--- src/rtl/spq_pkg.sv ---
package spq_pkg;

    localparam int KEY_W   = 31;
    localparam int PRI_W   = 8;
    localparam int OP_W    = 2;
    localparam int ST_W    = 2;
    localparam int OCC_W   = 5;
    localparam int ENTRY_W = KEY_W + PRI_W;

    localparam logic [OP_W-1:0] OP_INSERT = 2'd0;
    localparam logic [OP_W-1:0] OP_POP    = 2'd1;
    localparam logic [OP_W-1:0] OP_REMOVE = 2'd2;
    localparam logic [OP_W-1:0] OP_NOP    = 2'd3;

    localparam logic [ST_W-1:0] ST_OK        = 2'd0;
    localparam logic [ST_W-1:0] ST_EMPTY     = 2'd1;
    localparam logic [ST_W-1:0] ST_FULL      = 2'd2;
    localparam logic [ST_W-1:0] ST_NOT_FOUND = 2'd3;

    typedef struct packed {
        logic [KEY_W-1:0] key;
        logic [PRI_W-1:0] pri;
    } entry_t;

endpackage

--- src/rtl/spq_if.sv ---
interface spq_in_if;
    logic                          valid;
    logic                          ready;
    logic [spq_pkg::OP_W-1:0]      opcode;
    logic [spq_pkg::KEY_W-1:0]     item_key;
    logic [spq_pkg::PRI_W-1:0]     item_priority;

    modport source (output valid, output opcode, output item_key, output item_priority,
                    input ready);
    modport sink   (input valid, input opcode, input item_key, input item_priority,
                    output ready);
endinterface

interface spq_out_if;
    logic                          valid;
    logic                          ready;
    logic [spq_pkg::ST_W-1:0]      status;
    logic [spq_pkg::KEY_W-1:0]     out_key;
    logic [spq_pkg::PRI_W-1:0]     out_priority;
    logic [spq_pkg::OCC_W-1:0]     occupancy;

    modport source (output valid, output status, output out_key, output out_priority,
                    output occupancy, input ready);
    modport sink   (input valid, input status, input out_key, input out_priority,
                    input occupancy, output ready);
endinterface

--- src/rtl/spq_ram.sv ---
module spq_ram #(
    parameter int WIDTH = 8,
    parameter int DEPTH = 16,
    parameter int AW    = (DEPTH > 1) ? $clog2(DEPTH) : 1
) (
    input  logic             clk,
    input  logic             we,
    input  logic [AW-1:0]    waddr,
    input  logic [WIDTH-1:0] wdata,
    input  logic [AW-1:0]    raddr,
    output logic [WIDTH-1:0] rdata
);

    logic [WIDTH-1:0] mem [DEPTH];

    always_ff @(posedge clk)
    begin
        if (we)
        begin
            mem[waddr] <= wdata;
        end
        rdata <= mem[raddr];
    end

endmodule

--- src/rtl/stable_priority_queue_core.sv ---
// steps: insert walks from the tail over the entries behind the new one, then writes
//   it after an entry of equal or higher priority, or at the head; remove and pop
//   walk every entry held; full, empty and idle opcodes answer without a walk
// flow: one word at a time, a new request is taken only in idle; the single ram port pair
//   walks the list one entry at a time (read, then compare and write)
// reset: rst_n clears the entry count and control state; the ram is not cleared
module stable_priority_queue_core #(
    parameter int DEPTH = 16
) (
    input  logic          clk,
    input  logic          rst_n,
    spq_in_if.sink        req,
    spq_out_if.source     rsp
);

    localparam int AW = (DEPTH > 1) ? $clog2(DEPTH) : 1;
    localparam int CW = $clog2(DEPTH + 1);
    localparam logic [CW-1:0] FULL_COUNT = CW'(DEPTH);
    localparam logic [CW-1:0] ONE = CW'(1);

    typedef enum logic [2:0] {
        S_IDLE,
        S_READ,
        S_EVAL,
        S_WNEW,
        S_DONE
    } state_t;

    state_t                     state_reg, state_next;
    logic [spq_pkg::OP_W-1:0]   op_reg, op_next;
    logic [spq_pkg::KEY_W-1:0]  key_reg, key_next;
    logic [spq_pkg::PRI_W-1:0]  pri_reg, pri_next;
    logic [CW-1:0]              idx_reg, idx_next;
    logic [CW-1:0]              count_reg, count_next;
    logic [CW-1:0]              res_count_reg, res_count_next;
    logic [spq_pkg::ST_W-1:0]   res_status_reg, res_status_next;
    logic                       found_reg, found_next;
    logic [spq_pkg::KEY_W-1:0]  cap_key_reg, cap_key_next;
    logic [spq_pkg::PRI_W-1:0]  cap_pri_reg, cap_pri_next;
    logic                       out_valid_reg, out_valid_next;
    logic [spq_pkg::ST_W-1:0]   out_status_reg, out_status_next;
    logic [spq_pkg::KEY_W-1:0]  out_key_reg, out_key_next;
    logic [spq_pkg::PRI_W-1:0]  out_pri_reg, out_pri_next;
    logic [spq_pkg::OCC_W-1:0]  out_occ_reg, out_occ_next;

    logic                       ram_we;
    logic [AW-1:0]              ram_waddr;
    spq_pkg::entry_t            ram_wdata;
    logic [AW-1:0]              ram_raddr;
    spq_pkg::entry_t            ram_rdata;
    logic [CW-1:0]              idx_dec;
    logic [CW-1:0]              idx_inc;
    logic                       hit;
    logic                       found_now;

    spq_ram #(
        .WIDTH (spq_pkg::ENTRY_W),
        .DEPTH (DEPTH)
    ) u_ram (
        .clk   (clk),
        .we    (ram_we),
        .waddr (ram_waddr),
        .wdata (ram_wdata),
        .raddr (ram_raddr),
        .rdata (ram_rdata)
    );

    assign req.ready        = (state_reg == S_IDLE);
    assign rsp.valid        = out_valid_reg;
    assign rsp.status       = out_status_reg;
    assign rsp.out_key      = out_key_reg;
    assign rsp.out_priority = out_pri_reg;
    assign rsp.occupancy    = out_occ_reg;

    assign idx_dec = idx_reg - ONE;
    assign idx_inc = idx_reg + ONE;

    always_comb
    begin
        state_next      = state_reg;
        op_next         = op_reg;
        key_next        = key_reg;
        pri_next        = pri_reg;
        idx_next        = idx_reg;
        count_next      = count_reg;
        res_count_next  = res_count_reg;
        res_status_next = res_status_reg;
        found_next      = found_reg;
        cap_key_next    = cap_key_reg;
        cap_pri_next    = cap_pri_reg;
        out_valid_next  = out_valid_reg;
        out_status_next = out_status_reg;
        out_key_next    = out_key_reg;
        out_pri_next    = out_pri_reg;
        out_occ_next    = out_occ_reg;
        ram_we          = 1'b0;
        ram_waddr       = idx_reg[AW-1:0];
        ram_wdata       = ram_rdata;
        ram_raddr       = idx_reg[AW-1:0];
        hit             = 1'b0;
        found_now       = found_reg;

        if (out_valid_reg && rsp.ready)
        begin
            out_valid_next = 1'b0;
        end

        unique case (state_reg)
            S_IDLE:
            begin
                if (req.valid)
                begin
                    op_next         = req.opcode;
                    key_next        = req.item_key;
                    pri_next        = req.item_priority;
                    cap_key_next    = '0;
                    cap_pri_next    = '0;
                    found_next      = 1'b0;
                    res_count_next  = count_reg;
                    res_status_next = spq_pkg::ST_OK;
                    state_next      = S_DONE;
                    if (req.opcode == spq_pkg::OP_INSERT)
                    begin
                        if (count_reg == FULL_COUNT)
                        begin
                            res_status_next = spq_pkg::ST_FULL;
                        end
                        else if (count_reg == '0)
                        begin
                            state_next = S_WNEW;
                        end
                        else
                        begin
                            idx_next   = count_reg;
                            state_next = S_READ;
                        end
                    end
                    else if (req.opcode == spq_pkg::OP_POP ||
                             req.opcode == spq_pkg::OP_REMOVE)
                    begin
                        if (count_reg == '0)
                        begin
                            res_status_next = (req.opcode == spq_pkg::OP_POP) ?
                                              spq_pkg::ST_EMPTY : spq_pkg::ST_NOT_FOUND;
                        end
                        else
                        begin
                            idx_next   = '0;
                            state_next = S_READ;
                        end
                    end
                end
            end

            S_READ:
            begin
                ram_raddr  = (op_reg == spq_pkg::OP_INSERT) ? idx_dec[AW-1:0]
                                                            : idx_reg[AW-1:0];
                state_next = S_EVAL;
            end

            S_EVAL:
            begin
                if (op_reg == spq_pkg::OP_INSERT)
                begin
                    // walking from the tail, shift lower-priority entries up
                    ram_we    = 1'b1;
                    ram_waddr = idx_reg[AW-1:0];
                    if (ram_rdata.pri >= pri_reg)
                    begin
                        ram_wdata.key  = key_reg;
                        ram_wdata.pri  = pri_reg;
                        res_count_next = count_reg + ONE;
                        state_next     = S_DONE;
                    end
                    else if (idx_reg == ONE)
                    begin
                        state_next = S_WNEW;
                    end
                    else
                    begin
                        idx_next   = idx_dec;
                        state_next = S_READ;
                    end
                end
                else
                begin
                    hit = !found_reg &&
                          ((op_reg == spq_pkg::OP_POP) ? (idx_reg == '0)
                                                       : (ram_rdata.key == key_reg));
                    found_now = found_reg || hit;
                    if (found_reg)
                    begin
                        ram_we    = 1'b1;
                        ram_waddr = idx_dec[AW-1:0];
                    end
                    if (hit && op_reg == spq_pkg::OP_POP)
                    begin
                        cap_key_next = ram_rdata.key;
                        cap_pri_next = ram_rdata.pri;
                    end
                    found_next = found_now;
                    if (idx_inc == count_reg)
                    begin
                        res_status_next = found_now ? spq_pkg::ST_OK : spq_pkg::ST_NOT_FOUND;
                        res_count_next  = found_now ? idx_reg : count_reg;
                        state_next      = S_DONE;
                    end
                    else
                    begin
                        idx_next   = idx_inc;
                        state_next = S_READ;
                    end
                end
            end

            S_WNEW:
            begin
                ram_we         = 1'b1;
                ram_waddr      = '0;
                ram_wdata.key  = key_reg;
                ram_wdata.pri  = pri_reg;
                res_count_next = count_reg + ONE;
                state_next     = S_DONE;
            end

            S_DONE:
            begin
                if (!out_valid_reg || rsp.ready)
                begin
                    out_valid_next  = 1'b1;
                    out_status_next = res_status_reg;
                    out_key_next    = cap_key_reg;
                    out_pri_next    = cap_pri_reg;
                    out_occ_next    = spq_pkg::OCC_W'(res_count_reg);
                    count_next      = res_count_reg;
                    state_next      = S_IDLE;
                end
            end

            default:
            begin
                state_next = S_IDLE;
            end
        endcase
    end

    always_ff @(posedge clk or negedge rst_n)
    begin
        if (!rst_n)
        begin
            state_reg     <= S_IDLE;
            count_reg     <= '0;
            out_valid_reg <= 1'b0;
            found_reg     <= 1'b0;
        end
        else
        begin
            state_reg     <= state_next;
            count_reg     <= count_next;
            out_valid_reg <= out_valid_next;
            found_reg     <= found_next;
        end
    end

    always_ff @(posedge clk)
    begin
        op_reg         <= op_next;
        key_reg        <= key_next;
        pri_reg        <= pri_next;
        idx_reg        <= idx_next;
        res_count_reg  <= res_count_next;
        res_status_reg <= res_status_next;
        cap_key_reg    <= cap_key_next;
        cap_pri_reg    <= cap_pri_next;
        out_status_reg <= out_status_next;
        out_key_reg    <= out_key_next;
        out_pri_reg    <= out_pri_next;
        out_occ_reg    <= out_occ_next;
    end

    a_count_bound: assert property (@(posedge clk) disable iff (!rst_n)
        count_reg <= FULL_COUNT)
        else $error("entry count above depth");

    a_count_only_at_done: assert property (@(posedge clk) disable iff (!rst_n)
        (state_reg != S_DONE) |=> $stable(count_reg))
        else $error("entry count moved outside result stage");

    a_write_states: assert property (@(posedge clk) disable iff (!rst_n)
        ram_we |-> (state_reg == S_EVAL || state_reg == S_WNEW))
        else $error("ram write outside write states");

    a_done_loads_word: assert property (@(posedge clk) disable iff (!rst_n)
        (state_reg == S_DONE && state_next == S_IDLE) |=> out_valid_reg)
        else $error("result word not presented");

endmodule
--- src/flat_wrapper.sv ---
// flat-port wrapper written by rule: the top's interface ports become plain ports
module stable_priority_queue_core_flat 
#(
    parameter int DEPTH = 16
)
  (clk, rst_n, req_valid, req_opcode, req_item_key, req_item_priority, req_ready, rsp_valid, rsp_status, rsp_out_key, rsp_out_priority, rsp_occupancy, rsp_ready);
  spq_in_if req_i ();
  spq_out_if rsp_i ();
  input  logic clk;
  input  logic rst_n;
  input wire logic [$bits(req_i.valid)-1:0] req_valid;
  input wire logic [$bits(req_i.opcode)-1:0] req_opcode;
  input wire logic [$bits(req_i.item_key)-1:0] req_item_key;
  input wire logic [$bits(req_i.item_priority)-1:0] req_item_priority;
  output wire logic [$bits(req_i.ready)-1:0] req_ready;
  output wire logic [$bits(rsp_i.valid)-1:0] rsp_valid;
  output wire logic [$bits(rsp_i.status)-1:0] rsp_status;
  output wire logic [$bits(rsp_i.out_key)-1:0] rsp_out_key;
  output wire logic [$bits(rsp_i.out_priority)-1:0] rsp_out_priority;
  output wire logic [$bits(rsp_i.occupancy)-1:0] rsp_occupancy;
  input wire logic [$bits(rsp_i.ready)-1:0] rsp_ready;
  assign req_i.valid = req_valid;
  assign req_i.opcode = req_opcode;
  assign req_i.item_key = req_item_key;
  assign req_i.item_priority = req_item_priority;
  assign req_ready = req_i.ready;
  assign rsp_valid = rsp_i.valid;
  assign rsp_status = rsp_i.status;
  assign rsp_out_key = rsp_i.out_key;
  assign rsp_out_priority = rsp_i.out_priority;
  assign rsp_occupancy = rsp_i.occupancy;
  assign rsp_i.ready = rsp_ready;
  stable_priority_queue_core #(.DEPTH(DEPTH)) u_core (.clk(clk), .rst_n(rst_n), .req(req_i), .rsp(rsp_i));
endmodule
--- config.mk ---
export PLATFORM = sky130hd
export DESIGN_NAME = stable_priority_queue_core_flat
export DESIGN_NICKNAME = d
export VERILOG_FILES = /design/src/rtl/spq_pkg.sv /design/src/rtl/spq_if.sv /design/src/rtl/spq_ram.sv /design/src/rtl/stable_priority_queue_core.sv /design/src/flat_wrapper.sv
export SDC_FILE = /design/constraint.sdc
export NUM_CORES = 1
export LEC_CHECK = 0
export ABC_AREA = 1
export BUFFER_PORTS_ARGS = -buffer_cell sky130_fd_sc_hd__buf_2
export CAP_MARGIN = 10
export CORE_MARGIN = 2
export CORE_UTILIZATION = 55
export DETAILED_ROUTE_END_ITERATION = 8
export PLACE_DENSITY = 0.79
export SLEW_MARGIN = 20
export SYNTH_ARGS = -nofsm -noshare
export SYNTH_HDL_FRONTEND = slang
export SYNTH_SLANG_ARGS = --single-unit
--- constraint.sdc ---
create_clock -name clk -period 5.8 [get_ports clk]
set_clock_uncertainty 0.05 [all_clocks]
set_input_delay 0.58 -clock clk [delete_from_list [all_inputs] [get_ports clk]]
set_output_delay 0.58 -clock clk [all_outputs]
set_load 0.05 [all_outputs]
==> metrics, run 1 <==
status completed; initial drt markers between 2000 and 3000; CP max stage cell nor2_4; fin nets between 2000 and 3000; met3 WL ~9.5 mm; min cycle time layout between 3 and 4 ns; Hold Path Cell Cnt 1; share of synthesized registers carrying an async set or reset 1.23%; Tot GR Track Use 25.9%; LEAKAGE 13.0 nW; max reg flops 624; Met2 Routed Length between 30 and 40 mm; sequential fraction of the synthesis area 72.5%; Starting Density around 56%; RSZ-0062 raised after global routing no; FP Rows 89; critical path's largest stage delay 0.77 ns; CP endpoint kind flop; Mapped Cells around 2600; Post-Route WL about 82 mm; Residual DRC 0; Clock Pin Slew Worst Setup and Hold Paths ~0.060 ns; CP Max Fanout 24; die area about 62000 um2; syn_area_per_cell 12.6 um2; Post-synth top flop edfxtp_1; hold_buf cts 1; Syn. warnings 0; port bufs 92; cell area after synthesis 33000 um2; Clock Latency Late Sink 0.62 ns; hold path start req_item_key[13]; Final Hold Viols 0; Root Driver clkbuf_16; # resized after CTS 0; share of layout cells above drive strength 1 roughly 11%; first-pass GRT wire length around 120 mm; largest register by flop count u_core.u_ram.mem; Hold Path Class input port to flop; via count 22100; r2r setup slk about 2.0 ns; Slew Viols, Final 0; total gr overflow 0; num ports 93; Critical R2R Launch u_core.state_reg[1]; Setup violations, final 0; Post-Place Worst Slack 2.16 ns; Setup Buffers After CTS 0; Syn Nets about 2700; initial antenna violation count 2; Final ANT Viol Nets 0; routability cong. around 0.95; RR Endpoint u_core.u_ram.mem[4][23]; TritonCTS clock tree yes; CP cell instances inv_1, nor2_4, inv_2, nor2_4, inv_2, nor2_1, nor2_1, inv_1, o21ai_0, inv_1, nor2_1, nand2_1, nor2_4, buf_12; Max VDD drop about 0.00039 V; vias per inst about 6.3; measured slew at the worst slew-check pin between 1 and 1.5 ns; library cells used by synthesis 35; CTS H-tree lvls 3; 1st-pass router iterations 8; Avg WL per Cell 23.3 um; PwrDens around 550 nW/um2; CTS Buf Count 74; Yosys reg bits 811; worst rel slew slack 17.6%; vias in the first global route 21400; R2R cell count 14; DP Wirelength ~47 mm; fmax 0.266 GHz; maximum capacitance violations 0; post-route cell area 36900 um2; Critical Path AT 4.03 ns; Overall Power approximately 0.02 W; antenna cells 0; clk buf depth 3; die width roughly 250 um; setup TNS 0 ns; Placed Instance Area between 30000 and 40000 um2; Core Area roughly 59000 um2; crit path kind flop to flop; WL met1 ~30 mm; post-route setup slack about 2.0 ns; non-filler instance count after layout 3512; Die Span Y 249 um; startpoint types flop; CP Data Required Time around 6.1 ns; area grow syn2layout 11.9%; biggest regs u_core.u_ram.mem: 624 flops, u_core.u_ram.rdata: 39 flops; top sig layer met5; Placed Instances 3376; Final period util approximately two thirds; Clock Sinks 811; Worst Hold End u_core.key_reg[13]; pin count of the biggest net entering global routing approximately 240; Post-synth EDFFs between 700 and 800
==> report_power, final <==
part	internal (W)	switching, W	leakage (nW)
registers	0.00820	0.000434	7.39
clock network	0.00276	0.00207	1.18
logic	0.00174	0.00504	4.39
==> cells in the mapped netlist (3+ instances only) <==
cell type	instances	area, um2
buf_1	6	22.5
nor2_1	87	327
buf_4	4	30.0
inv_1	253	950
edfxtp_1	762	22900
nand2_2	3	18.8
xor2_1	4	35.0
o21ai_0	184	921
nand2_1	182	683
buf_2	95	475
o21ai_2	3	26.3
o211ai_1	159	1190
o22ai_1	37	231
o21ai_1	175	876
nor2_4	4	45.0
dfxtp_1	39	781
nand3_1	116	581
o2bb2ai_1	4	35.0
ha_1	17	213
a21oi_1	341	1710
xnor2_1	28	245
nor2_2	3	18.8
inv_2	9	33.8
dfrtp_1	10	250
clkbuf_2	6	30.0
o221ai_1	3	26.3
nor3_1	7	35.0
nand4_1	10	62.6
clkbuf_1	55	206
==> layout by cell type, fill, tap and decap left out, types with 17 or more instances in the layout <==
cell type  count
a21oi_1      340
buf_2         92
buf_4         51
clkbuf_1      18
clkbuf_16     75
clkinv_2      17
dfxtp_1       39
edfxtp_1     762
ha_1          17
inv_1        253
nand2_1      182
nand3_1      116
nor2_1        69
nor2_4        22
o211ai_1     159
o21ai_0      179
o21ai_1      175
o22ai_1       37
xnor2_1       28
==> stage by stage <==
step,util [%],hold WS [ns]
after global placement,58.3,0.352
after global routing,62.4,0.0684
after detailed placement,58.3,0.355
final,62.4,0.0812
after floorplan,-,0.234
after CTS,62.4,0.0603
==> worst max path at each step <==
stage | from | end | depth (start not counted)
after global routing | u_core.state_reg[1] | u_core.u_ram.mem[4][32] | 14
after floorplan | u_core.state_reg[2] | u_core.cap_key_reg[0] | 5
after global placement | u_core.state_reg[1] | u_core.u_ram.mem[4][19] | 14
after CTS | u_core.state_reg[1] | u_core.u_ram.mem[4][32] | 14
after detailed placement | u_core.state_reg[1] | u_core.u_ram.mem[4][19] | 14
final | u_core.state_reg[1] | u_core.u_ram.mem[4][23] | 14
==> routing by layer <==
metal  global-route usage (%)  vias up
met3                     4.80      224
met2                     42.1     1554
met4                     11.7        2
met5                        0        -
met1                     34.4    10600
li1                         -     9738
==> cell families (layout without fill, tap and decap cells) <==
| kind of cell | after synthesis | count (layout) | synth area share [%] |
|---|---|---|---|
| AO/OA/AOI/OAI | 908 | 908 | 15.2 |
| flip-flops | 811 | 811 | 72.5 |
| buffers and inverters | 429 | 555 | 5.31 |
| AND/OR/NAND/NOR | 416 | 416 | 5.48 |
| XOR/XNOR | 32 | 32 | 0.849 |
| adder cells (fa/ha/maj) | 17 | 17 | 0.645 |
==> area by class of cell <==
class,count,area (um2)
Tap cell,773,967
Inverter,263,987
Fill cell,4111,22200
Clock buffer,94,1960
Multi-Input combinational cell,1373,7530
Timing Repair Buffer,157,1110
Sequential cell,811,23900
Clock inverter,41,435
==> critical path, delay by kind of cell (launching register included) <==
| family | cells | cell delay [ns] |
|---|---|---|
| and+or+nand+nor | 7 | 1.76 |
| buffers and inverters | 6 | 0.97 |
| AOI/OAI and AO/OA | 1 | 0.22 |
| DFF | 1 | 0.40 |
Power figures use the tool's default switching activity.
==> run 2: changes to the inputs <==
Clock period 5.8 ns to 3.9 ns, I/O delays scaled along.
==> run 2 against run 1 <==
- largest power group unchanged
- first-iteration DRC count up 26%
- count of clock-buffer cells in the layout up 7
- via count up 2.3%
- critical endpoint is now u_core.u_ram.mem[7][2]
- clock power up 58%
- critical path depth down 5
- highest routed layer is now met4
==> metrics, run 2 (same netlist as run 1, synthesis figures left out) <==
crit path kind flop to flop (unchanged); Critical Path AT 3.74 ns (was 4.03 ns); num ports 93 (unchanged); commonest non-fill, non-tap cell in the layout edfxtp_1 (unchanged); post-layout util 63.8% (was 62.4%); Tot GR Track Use 27.3% (was 25.9%); vias per inst 6.31 (was 6.29); via count 22600 (was 22100); clk buf depth 3 (unchanged); PwrDens 813 nW/um2 (was 549 nW/um2); max reg flops 624 (unchanged); vias in the first global route 22200 (was 21400); Root Driver clkbuf_16 (unchanged); Final ANT Viol Nets 0 (unchanged); M1 GR Usage 36.0% (was 34.4%); initial antenna violation count 4 (was 2); Avg WL per Cell 24.0 um (was 23.3 um); Starting Density 55.8% (unchanged); most frequent cells in the layout 762 x edfxtp_1, 340 x a21oi_1, 253 x inv_1, 183 x o21ai_0, 182 x nand2_1 (was 762 x edfxtp_1, 340 x a21oi_1, 253 x inv_1, 182 x nand2_1, 179 x o21ai_0); Core Area 59100 um2 (unchanged); pin count of the biggest net entering global routing 171 (was 241); FP Rows 89 (unchanged); port bufs 92 (unchanged); die width 249 um (unchanged); Residual DRC 0 (unchanged); Post-Route WL 86.0 mm (was 81.8 mm); Clock Pin Slew Worst Setup and Hold Paths 0.06 ns (about the same); Die Span Y 249 um (unchanged); min cycle time layout 3.46 ns (was 3.76 ns); initial drt markers 3339 (was 2649); startpoint types flop (unchanged); RSZ-0062 raised after global routing no (unchanged); met3 Resource Use GR 4.87% (was 4.80%); register area 23900 um2 (unchanged); Final Hold Viols 0 (unchanged); fmax 0.289 GHz (was 0.266 GHz); CTS H-tree lvls 3 (unchanged); area grow syn2layout 14.4% (was 11.9%); LEAKAGE 13.3 nW (was 13.0 nW); Clock Sinks 811 (unchanged); Top Usage Layer GRT met2 (unchanged); Slew Viols, Final 0 (unchanged); CP Data Required Time 4.17 ns (was 6.07 ns); Setup Buffers After CTS 0 (unchanged); DP Wirelength 48.7 mm (was 47.2 mm); # resized after CTS 0 (unchanged); area of the multi-input gates 7510 um2 (was 7530 um2); routability cong. 0.978 (was 0.952); hold_buf cts 43 (was 1); total gr overflow 0 (unchanged); Hold Path Class input port to flop (unchanged); fillcell total 3989 (was 4111); GRT met2 Usage 44.4% (was 42.1%); TritonCTS clock tree yes (unchanged); Max VDD drop 0.000558 V (was 0.000389 V); 1st-pass router iterations 6 (was 8); CTS Buf Count 77 (was 74); Final period util 88.8% (was 64.7%); largest register by flop count u_core.u_ram.mem (unchanged); Setup violations, final 0 (unchanged); CP Max Fanout 26 (was 24); die area 62000 um2 (unchanged); CP endpoint kind flop (unchanged); Clock Latency Late Sink 0.63 ns (was 0.62 ns); worst rel slew slack 21.3% (was 17.6%); maximum capacitance violations 0 (unchanged); measured slew at the worst slew-check pin 1.18 ns (was 1.24 ns); status completed (unchanged); first-pass GRT wire length 129 mm (was 124 mm); share of layout cells above drive strength 1 11.7% (was 11.4%); setup TNS 0 ns (unchanged); fin nets 2803 (was 2742); biggest regs u_core.u_ram.mem: 624 flops, u_core.u_ram.rdata: 39 flops (unchanged)
## run 2: cell types whose count changed in the layout (fill, tap and decap cells not counted), sizes merged
cell         before  now
clkinvlp          0    1
buf             156  172
diode             0    2
clkinv           30   28
clkbuf           94  101
bufinv            8    9
dlygate4sd3       1   43
## run 2: worst paths after layout
path	startpoint	endpoint	slack, ns	cells past startpoint
worst min-delay path	req_valid	u_core.state_reg[2]	0.11	3
worst max-delay path	u_core.state_reg[1]	u_core.u_ram.mem[7][2]	0.44	9
worst min register to register	u_core.cap_key_reg[5]	u_core.rsp.out_key[5]	0.37	0
max in group asynchronous	rst_n	u_core.count_reg[3]	3.46	2
min in group asynchronous	rst_n	u_core.found_reg	0.12	2
worst max register to register	u_core.state_reg[1]	u_core.u_ram.mem[7][2]	0.44	9
## run 2: worst max-delay path, stage by stage, from the launching register on
cell and delay, ns:
dfrtp_1 0.39, inv_1 0.10, nor2_4 0.10, buf_4 0.33, nand2_1 0.16, nand2_1 0.08, nor3b_1 0.59, nand3_1 0.51
nor2_4 0.59, buf_12 0.24
## run 2: routing by layer
metal | part of all wire [%] | vias up
li1 | - | 9851
met1 | 36 | 10800
met2 | 48 | 1614
met3 | 12 | 286
met4 | 4.3 | 0
met5 | 0 | -
## run 2: metrics by stage
step           area, um2  setup WS (ns)  hold WS [ns]  instances  power [W]
6_report           37800          0.436         0.112       3579     0.0307
5_1_grt            37800          0.352         0.141       3579     0.0319
4_1_cts            37700          0.517        0.0814       3577     0.0304
3_5_place_dp       34700          0.567         0.225       3392     0.0227
3_3_place_gp       34700          0.646         0.222       3392     0.0223
2_1_floorplan      33000          0.266        0.0444       2613     0.0194
## run 2: layout make-up
class / count / area share [%]
Inverter: 263 / 2.61
Timing Repair Buffer: 215 / 4.75
Clock buffer: 101 / 5.65
Sequential cell: 811 / 63.3
Multi-Input combinational cell: 1373 / 19.9
Tap cell: 773 / 2.56
Clock inverter: 41 / 1.17
Antenna cell: 2 / 0.0133
## run 2: where the power goes
part           internal (W)  switching (W)  total (W)
sequential           0.0122       0.000637     0.0128
clock               0.00447        0.00318    0.00764
combinational       0.00263        0.00759     0.0102
